## config.mk

```make
export PLATFORM = sky130hd
export DESIGN_NAME = stack_machine_executor
export DESIGN_NICKNAME = d
export VERILOG_FILES = /design/src/sv/smx_pkg.sv /design/src/sv/smx_ctrl.sv /design/src/sv/smx_datapath.sv /design/src/sv/stack_machine_executor.sv
export SDC_FILE = /design/constraint.sdc
export NUM_CORES = 1
export LEC_CHECK = 0
export BUFFER_PORTS_ARGS = -buffer_cell sky130_fd_sc_hd__buf_4
export CAP_MARGIN = 15
export CORE_AREA = 2 2 239 241
export CTS_CLUSTER_SIZE = 12
export DETAILED_ROUTE_END_ITERATION = 8
export DIE_AREA = 0 0 241 243
export GPL_TIMING_DRIVEN = 1
export MAX_ROUTING_LAYER = met4
export PLACE_DENSITY = 0.75
export SETUP_SLACK_MARGIN = 0.05
export SYNTH_ARGS = -nofsm -noshare
export SYNTH_HDL_FRONTEND = slang
export SYNTH_SLANG_ARGS = --single-unit
```

## constraint.sdc

```tcl
create_clock -name clk -period 4.5 [get_ports clk]
set_input_delay 0.45 -clock clk [delete_from_list [all_inputs] [get_ports clk]]
set_output_delay 0.45 -clock clk [all_outputs]
set_load 0.01 [all_outputs]
```

## src/sv/smx_pkg.sv

```systemverilog
package smx_pkg;

    localparam int STACK_DEPTH = 16;
    localparam int PROGRAM_MAX = 1024;

    localparam int ADDR_W  = $clog2(STACK_DEPTH);
    localparam int DEPTH_W = $clog2(STACK_DEPTH + 1);
    localparam int DATA_W  = 32;
    localparam int LEN_W   = 11;
    localparam int LEN_RESET = 1024;
    // A length register value above this acts as this value.
    localparam int LEN_CLAMP = (PROGRAM_MAX < 2**LEN_W) ? PROGRAM_MAX : 2**LEN_W - 1;

    localparam int IN_TDATA_W  = DATA_W;
    localparam int IN_TUSER_W  = 2;
    localparam int OUT_TDATA_W = ((DATA_W + DEPTH_W + 7) / 8) * 8;
    localparam int OUT_TUSER_W = 3;
    localparam int APB_ADDR_W  = 3;
    localparam int APB_DATA_W  = 32;

    typedef enum logic [1:0] {
        CMD_PUSH = 2'd0,
        CMD_POP  = 2'd1,
        CMD_ADD  = 2'd2,
        CMD_SUB  = 2'd3
    } cmd_t;

    typedef enum logic [1:0] {
        ST_OK    = 2'd0,
        ST_UNDER = 2'd1,
        ST_OVER  = 2'd2,
        ST_END   = 2'd3
    } status_t;

    // Register index of the length register.
    localparam logic REG_PROGRAM_LENGTH = 1'b0;

    typedef struct packed {
        logic latch;
        logic exec;
        logic fill;
        logic load;
    } smx_ctrl_t;

    typedef struct packed {
        logic need_fill;
        logic slot_free;
    } smx_stat_t;

endpackage

```

## src/sv/smx_ctrl.sv

```systemverilog
module smx_ctrl (
    input  logic              clk,
    input  logic              rst_n,
    input  logic              in_valid,
    output logic              in_ready,
    input  smx_pkg::smx_stat_t stat,
    output smx_pkg::smx_ctrl_t ctrl
);
    import smx_pkg::*;

    typedef enum logic [3:0] {
        S_IDLE = 4'b0001,
        S_EXEC = 4'b0010,
        S_FILL = 4'b0100,
        S_DONE = 4'b1000
    } state_t;

    state_t state_reg;
    state_t state_next;

    always_ff @(posedge clk or negedge rst_n)
    begin
        if (!rst_n)
        begin
            state_reg <= S_IDLE;
        end
        else
        begin
            state_reg <= state_next;
        end
    end

    always_comb
    begin
        state_next = state_reg;
        ctrl       = '0;
        case (state_reg)
            S_IDLE:
            begin
                ctrl.latch = in_valid;
                if (in_valid)
                begin
                    state_next = S_EXEC;
                end
            end
            S_EXEC:
            begin
                ctrl.exec  = 1'b1;
                state_next = stat.need_fill ? S_FILL : S_DONE;
            end
            S_FILL:
            begin
                ctrl.fill  = 1'b1;
                state_next = S_DONE;
            end
            S_DONE:
            begin
                if (stat.slot_free)
                begin
                    ctrl.load  = 1'b1;
                    state_next = S_IDLE;
                end
            end
            default:
            begin
                state_next = S_IDLE;
            end
        endcase
    end

    assign in_ready = (state_reg == S_IDLE);

`ifndef NO_ASSERTIONS
    a_exec_after_accept: assert property (@(posedge clk) disable iff (!rst_n)
        state_reg == S_EXEC |-> $past(state_reg == S_IDLE && in_valid))
        else $error("execute step without an accepted item");

    a_fill_then_done: assert property (@(posedge clk) disable iff (!rst_n)
        state_reg == S_FILL |=> state_reg == S_DONE)
        else $error("refill step not followed by result step");
`endif

endmodule

```

## src/sv/smx_datapath.sv

```systemverilog
module smx_datapath (
    input  logic                                  clk,
    input  logic                                  rst_n,
    input  smx_pkg::smx_ctrl_t                    ctrl,
    output smx_pkg::smx_stat_t                    stat,
    input  logic [smx_pkg::IN_TUSER_W-1:0]        in_command,
    input  logic signed [smx_pkg::DATA_W-1:0]     in_operand,
    input  logic [smx_pkg::LEN_W-1:0]             program_length,
    output logic                                  out_valid,
    input  logic                                  out_ready,
    output logic [1:0]                            out_status,
    output logic signed [smx_pkg::DATA_W-1:0]     out_top_value,
    output logic [smx_pkg::DEPTH_W-1:0]           out_stack_depth,
    output logic                                  out_program_done
);
    import smx_pkg::*;

    logic [DATA_W-1:0] mem [STACK_DEPTH];
    logic [DATA_W-1:0] rdata_reg;
    logic              mem_we;
    logic [ADDR_W-1:0] mem_waddr;
    logic [DATA_W-1:0] mem_wdata;
    logic [ADDR_W-1:0] mem_raddr;

    cmd_t              cmd_reg;
    logic [DATA_W-1:0] val_reg;

    // top_reg is the entry at depth-1, second_reg the entry at depth-2.
    logic [DATA_W-1:0]  top_reg, top_next;
    logic [DATA_W-1:0]  second_reg, second_next;
    logic [DEPTH_W-1:0] depth_reg, depth_next;
    logic [LEN_W-1:0]   count_reg, count_next;
    status_t            status_reg, status_next;

    logic               out_valid_reg, out_valid_next;
    status_t            out_status_reg;
    logic [DATA_W-1:0]  out_top_reg;
    logic [DEPTH_W-1:0] out_depth_reg;
    logic               out_done_reg;

    logic [LEN_W-1:0]   eff_len;
    logic               running;
    logic [DEPTH_W-1:0] depth_m2;
    logic [DEPTH_W-1:0] depth_m3;
    logic [DATA_W-1:0]  alu_result;

    assign eff_len  = (program_length > LEN_W'(LEN_CLAMP)) ? LEN_W'(LEN_CLAMP)
                                                           : program_length;
    assign running  = (count_reg < eff_len);
    assign depth_m2 = depth_reg - DEPTH_W'(2);
    assign depth_m3 = depth_reg - DEPTH_W'(3);
    assign mem_raddr = depth_m3[ADDR_W-1:0];
    assign alu_result = (cmd_reg == CMD_ADD) ? (top_reg + second_reg)
                                             : (top_reg - second_reg);

    // After a pop, add or subtract on three or more entries the new second
    // entry must come back from memory.
    assign stat.need_fill = running && (cmd_reg != CMD_PUSH)
                            && (depth_reg >= DEPTH_W'(3));
    assign stat.slot_free = !out_valid_reg || out_ready;

    always_ff @(posedge clk)
    begin
        if (mem_we)
        begin
            mem[mem_waddr] <= mem_wdata;
        end
        rdata_reg <= mem[mem_raddr];
    end

    always_comb
    begin
        top_next    = top_reg;
        second_next = second_reg;
        depth_next  = depth_reg;
        count_next  = count_reg;
        status_next = status_reg;
        mem_we      = 1'b0;
        mem_waddr   = depth_reg[ADDR_W-1:0];
        mem_wdata   = val_reg;
        if (ctrl.exec)
        begin
            if (!running)
            begin
                status_next = ST_END;
            end
            else
            begin
                count_next  = count_reg + LEN_W'(1);
                status_next = ST_OK;
                case (cmd_reg)
                    CMD_PUSH:
                    begin
                        if (depth_reg >= DEPTH_W'(STACK_DEPTH))
                        begin
                            status_next = ST_OVER;
                        end
                        else
                        begin
                            mem_we      = 1'b1;
                            top_next    = val_reg;
                            second_next = top_reg;
                            depth_next  = depth_reg + DEPTH_W'(1);
                        end
                    end
                    CMD_POP:
                    begin
                        if (depth_reg == '0)
                        begin
                            status_next = ST_UNDER;
                        end
                        else
                        begin
                            top_next   = second_reg;
                            depth_next = depth_reg - DEPTH_W'(1);
                        end
                    end
                    default:
                    begin
                        if (depth_reg < DEPTH_W'(2))
                        begin
                            status_next = ST_UNDER;
                        end
                        else
                        begin
                            mem_we     = 1'b1;
                            mem_waddr  = depth_m2[ADDR_W-1:0];
                            mem_wdata  = alu_result;
                            top_next   = alu_result;
                            depth_next = depth_reg - DEPTH_W'(1);
                        end
                    end
                endcase
            end
        end
        if (ctrl.fill)
        begin
            second_next = rdata_reg;
        end
    end

    always_comb
    begin
        out_valid_next = out_valid_reg;
        if (ctrl.load)
        begin
            out_valid_next = 1'b1;
        end
        else if (out_ready)
        begin
            out_valid_next = 1'b0;
        end
    end

    always_ff @(posedge clk or negedge rst_n)
    begin
        if (!rst_n)
        begin
            depth_reg     <= '0;
            count_reg     <= '0;
            out_valid_reg <= 1'b0;
        end
        else
        begin
            depth_reg     <= depth_next;
            count_reg     <= count_next;
            out_valid_reg <= out_valid_next;
        end
    end

    always_ff @(posedge clk)
    begin
        top_reg    <= top_next;
        second_reg <= second_next;
        status_reg <= status_next;
        if (ctrl.latch)
        begin
            cmd_reg <= cmd_t'(in_command);
            val_reg <= in_operand;
        end
        if (ctrl.load)
        begin
            out_status_reg <= status_reg;
            out_top_reg    <= (depth_reg != '0) ? top_reg : '0;
            out_depth_reg  <= depth_reg;
            out_done_reg   <= !running;
        end
    end

    assign out_valid        = out_valid_reg;
    assign out_status       = out_status_reg;
    assign out_top_value    = out_top_reg;
    assign out_stack_depth  = out_depth_reg;
    assign out_program_done = out_done_reg;

`ifndef NO_ASSERTIONS
    a_depth_bound: assert property (@(posedge clk) disable iff (!rst_n)
        depth_reg <= DEPTH_W'(STACK_DEPTH))
        else $error("stack depth beyond capacity");

    a_count_only_on_exec: assert property (@(posedge clk) disable iff (!rst_n)
        ##1 (count_reg != $past(count_reg)) |-> $past(ctrl.exec))
        else $error("instruction count moved outside an execute step");

    a_load_into_free_slot: assert property (@(posedge clk) disable iff (!rst_n)
        ctrl.load |-> (!out_valid_reg || out_ready))
        else $error("result loaded over a pending result");
`endif

endmodule

```

## src/sv/stack_machine_executor.sv

```systemverilog
// Stack machine executor: each input item carries one instruction (push,
// pop, add or subtract) for a 16-entry stack of 32-bit words, and yields one
// result item with status, new top, depth and a program-done flag. The result
// is registered after an execute step for a push, or for any instruction that
// fails or comes after the program end. A pop, add or subtract that leaves two
// or more entries adds a refill step before the result, because the new second
// entry is refetched through the stack memory's registered read port. The
// next item is accepted only after the result is registered, while that
// result may still wait to be taken. The program length register lives at
// byte address 0; values above 1024 act as 1024, and the instruction counter
// is cleared only by reset.
module stack_machine_executor (
    input  logic                                  clk,
    input  logic                                  rst_n,
    input  logic                                  s_axis_tvalid,
    output logic                                  s_axis_tready,
    // operand_value[31:0]
    input  logic [smx_pkg::IN_TDATA_W-1:0]        s_axis_tdata,
    // command[1:0]
    input  logic [smx_pkg::IN_TUSER_W-1:0]        s_axis_tuser,
    output logic                                  m_axis_tvalid,
    input  logic                                  m_axis_tready,
    // top_value[31:0], stack_depth[36:32], zero fill
    output logic [smx_pkg::OUT_TDATA_W-1:0]       m_axis_tdata,
    // status[1:0], program_done[2]
    output logic [smx_pkg::OUT_TUSER_W-1:0]       m_axis_tuser,
    input  logic                                  psel,
    input  logic                                  penable,
    input  logic                                  pwrite,
    input  logic [smx_pkg::APB_ADDR_W-1:0]        paddr,
    input  logic [smx_pkg::APB_DATA_W-1:0]        pwdata,
    output logic [smx_pkg::APB_DATA_W-1:0]        prdata,
    output logic                                  pready
);
    import smx_pkg::*;

    logic [LEN_W-1:0] len_reg;
    logic [LEN_W-1:0] len_next;
    logic             reg_sel;

    smx_ctrl_t ctrl;
    smx_stat_t stat;

    logic [1:0]         status;
    logic [DATA_W-1:0]  top_value;
    logic [DEPTH_W-1:0] stack_depth;
    logic               program_done;

    assign pready  = 1'b1;
    assign reg_sel = (paddr[APB_ADDR_W-1] == REG_PROGRAM_LENGTH);

    always_comb
    begin
        len_next = len_reg;
        if (psel && penable && pwrite && pready && reg_sel)
        begin
            len_next = pwdata[LEN_W-1:0];
        end
    end

    always_ff @(posedge clk or negedge rst_n)
    begin
        if (!rst_n)
        begin
            len_reg <= LEN_W'(LEN_RESET);
        end
        else
        begin
            len_reg <= len_next;
        end
    end

    assign prdata = reg_sel ? APB_DATA_W'(len_reg) : '0;

    smx_ctrl u_ctrl (
        .clk      (clk),
        .rst_n    (rst_n),
        .in_valid (s_axis_tvalid),
        .in_ready (s_axis_tready),
        .stat     (stat),
        .ctrl     (ctrl)
    );

    smx_datapath u_datapath (
        .clk              (clk),
        .rst_n            (rst_n),
        .ctrl             (ctrl),
        .stat             (stat),
        .in_command       (s_axis_tuser),
        .in_operand       (s_axis_tdata[DATA_W-1:0]),
        .program_length   (len_reg),
        .out_valid        (m_axis_tvalid),
        .out_ready        (m_axis_tready),
        .out_status       (status),
        .out_top_value    (top_value),
        .out_stack_depth  (stack_depth),
        .out_program_done (program_done)
    );

    assign m_axis_tdata = OUT_TDATA_W'({stack_depth, top_value});
    assign m_axis_tuser = {program_done, status};

endmodule
```

==> results.md <==
* Sw Share at 31.3%
* Post-layout util at 64.5%
* Clock power share at between 20 and 30%
* DR pass1 iterations at 5
* Worst reg2reg path depth at 17
* Die area at ~59000 um^2
* 1st-iter DRT viols at about 1700
* Slew Limit Fails at 0
* Routability cong. at between 0.9 and 1
* Drt drc at 0
* Worst path arrival time at 4.65 ns
* NetSw at approximately 7 mW
* Final Power at between 20 and 25 mW
* Layout Skew at around 0.021 ns
* Register area share after synthesis at roughly 69%
* Count leader, synth: edfxtp_1
* Die width at approximately 240 um
* TritonCTS buffer count at 77
* Ys Warns at 0
* Final net count at around 2200
* Antenna Diode Count at 0
* Top register by number of flip-flops: u_datapath.mem
* Max H-tree Level at 3
* Final HPWL DP at ~44000 um
* Synthesized area at 30600 um^2
* Post-synth top area share at a little under two thirds
* Adder-Cell Fraction of Synth Area at between 2 and 3%
* Hold Path Cell Cnt at 1
* Worst-Margin Slew at 1.01 ns
* Die height at ~240 um
* Req. time, crit path at a little under 5 ns
* Area delta synth->final at 17.9%
* Number of hold violations in the final report at 0
* Initial antenna violation count at 1
* Final period utilization at a little over nine tenths
* Internal power at roughly 15 mW
* Placed Cells incl. Taps at 2668
* Synthesized flop and latch total at just over 700
* Final setup viols at 0
* First-pass GRT wire length at about 110000 um
* Crit path time final at between 4 and 5 ns
* DR WL/cell at approximately 26 um
* Vias/cell at about 6.2
* Clk slew on worst S/H paths at 0.06 ns
* Fmax at between 200 and 250 MHz
* Synth Instances at ~1800
* # clock sinks at between 700 and 800
* Final non-filler cell area at 36100 um^2
* Simple-gate share of the synthesized area at 5.52%
* Largest family of logic cells by synthesized area: multiplexers
* Fillers at between 3000 and 4000
* CP max FO at 16
* Layout Cells excl Fill at 2840
* HP Class: input pin to flip-flop
* Pin count of the biggest net entering global routing at 110
* Routed Antenna Nets at 0
* Multi-input combinational cell area at 9370 um^2
* Synth unique cells at 73
* Sequential power share at 39.3%
* Post-synth top flop: edfxtp_1
* Rows at 87
* Initial Util at 54.7%
* Vias in the first global route at 17700
* Tot GR Track Use at about a quarter
* Area contributors post-synth: edfxtp_1 64%, mux4_2 12%, dfrtp_1 2.5%
* Compound-Gate Fraction of Synth Area at under 10%
* Max-slew headroom at between 30 and 40%
* Core ar. at roughly 56000 um^2
* LEAKAGE at 12.4 nW
* Routed vias at between 15000 and 20000
* # port buffers at 105
* Combinational Power Share at 33.2%
* Drt total wl at about 75000 um
* Total power per unit cell area at 613 nW/um^2
* Largest register FFs at ~510
* Clock Root Buffer: clkbuf_16
* Worst IR drop on VDD at between 0.0004 and 0.0005 V
* Most frequent cells after synthesis: 652 x edfxtp_1, 160 x mux4_2, 88 x nand2_1
* Clk_lat worst skew at just over 0.6 ns
* Startpoint class of the critical path: flip-flop
* CTS tree: built
* Register area at approximately 21000 um^2
* # IOs at approximately 150
* Critical Path Sink Type: flip-flop
* CP Class: flip-flop to flip-flop
* Xor and xnor area share after synthesis at around 2.1%
* Setup repair after global routing missed its margin: true
* Gr ovfl total at 0
* Syn avg cell area at roughly 17 um^2
* Status: complete, no violations
* Number of flops mapped to enable cells by yosys at 652
* Biggest area consumer among synthesized cells: edfxtp_1
* Ys async rst share at 4.47%
* Dpl cell area at between 30000 and 40000 um^2
* Clock Path Buffers at 3
* Fraction of layout cells with a size suffix above 1 at 29.6%
* Post-synthesis mux area share at 14.1%
* Max-cap violations at 0
[final timing paths]
| kind | slack (ns) | end | from |
|---|---|---|---|
| worst max-delay path | 0.19 | u_datapath.mem[2][24]$_DFFE_PP_ | u_datapath.second_reg[3]$_DFFE_PP_ |
| worst min-delay path | 0.02 | u_datapath.val_reg[28]$_DFFE_PP_ | s_axis_tdata[28] |
| worst max register to register | 0.19 | u_datapath.mem[2][24]$_DFFE_PP_ | u_datapath.second_reg[3]$_DFFE_PP_ |
| worst min register to register | 0.45 | u_datapath.out_status[1]$_DFFE_PP_ | u_datapath.status_reg[1]$_SDFFCE_PP1N_ |
| max in group asynchronous | 3.83 | u_datapath.depth_reg[0]$_DFFE_PN0P_ | rst_n |
| min in group asynchronous | 0.32 | len_reg[5]$_DFFE_PN0P_ | rst_n |
[layer usage]
metal  share of wire [%]  routed length (um)  up-vias  GRT usage [%]
li1                    -                   -     7499              -
met1                  40               29700     9000           35.9
met2                  49               37200      895           42.5
met3                 8.1                6080      157           3.39
met4                 2.8                2130        0           9.19
met5                   0                   0        -              -
[power groups by stage]
stage / Combinational, mW / Clock (mW) / Sequential, mW
final: 7.34 / 6.09 / 8.69
after global routing: 7.84 / 6.43 / 8.73
after CTS: 7.25 / 6.17 / 8.68
after detailed placement: 7.10 / 0 / 8.81
after global placement: 6.93 / 0 / 8.79
after floorplan: 5.00 / 0 / 8.56
[what timing repair did]
item | CTS | global route
gates resized for setup | 3 | 27
gates cloned | 0 | 2
endpoints found under the setup margin | 32 | 196
hold buffers | 27 | 0
pin swaps | 0 | 9
setup buffers | 2 | 4
endpoints found under the hold margin | 56 | 0
[critical path, cell delays in order (launching register included)]
cell	delay (ns)
edfxtp_1	0.39
or4_4	0.60
nor3_2	0.20
nor3b_4	0.25
buf_4	0.19
a21oi_1	0.08
xor2_1	0.17
ha_1	0.37
nand2_2	0.12
o311ai_0	0.15
o41a_1	0.35
a221oi_2	0.24
buf_4	0.18
buf_4	0.12
o21bai_1	0.08
xnor2_1	0.23
o21ai_0	0.12
buf_4	0.21
[kinds of logic after synthesis]
| logic type | count (synthesis) |
|---|---|
| buffers and inverters | 127 |
| AND/OR/NAND/NOR | 318 |
| adder cells (fa/ha/maj) | 60 |
| AO/OA/AOI/OAI | 245 |
| flip-flops | 716 |
| other | 2 |
| XOR/XNOR | 72 |
| multiplexers | 226 |
[area by class of cell]
type | instances | area share [%]
Clock buffer | 115 | 6.11
Clock inverter | 22 | 0.614
Inverter | 22 | 0.229
Multi-Input combinational cell | 947 | 26.0
Sequential cell | 716 | 58.3
Tap cell | 756 | 2.62
Timing Repair Buffer | 262 | 6.19
[layout by cell type (no fill, tap or decap), types with 32 or more instances in the layout]
cell type	instances
ha_1	56
nor2_1	34
mux4_2	160
mux2_2	52
clkbuf_16	81
xnor2_1	37
buf_4	218
nor2b_1	71
edfxtp_1	652
nand2_1	87
dfxtp_1	32
a21oi_1	74
o21ai_0	55
xor2_1	32
[metrics by stage]
| step | setup TNS, ns | worst slack, ns | hold slack [ns] |
|---|---|---|---|
| floorplan | 0 | 0.114 | 0.154 |
| global placement | 0 | 0.0222 | 0.408 |
| detailed placement | -0.354 | -0.0223 | 0.419 |
| CTS | 0 | 0.0608 | 0.000551 |
| global route | -0.0342 | -0.00504 | 0.0109 |
| finish | 0 | 0.192 | 0.0229 |
(Power assumes the default switching activity.)
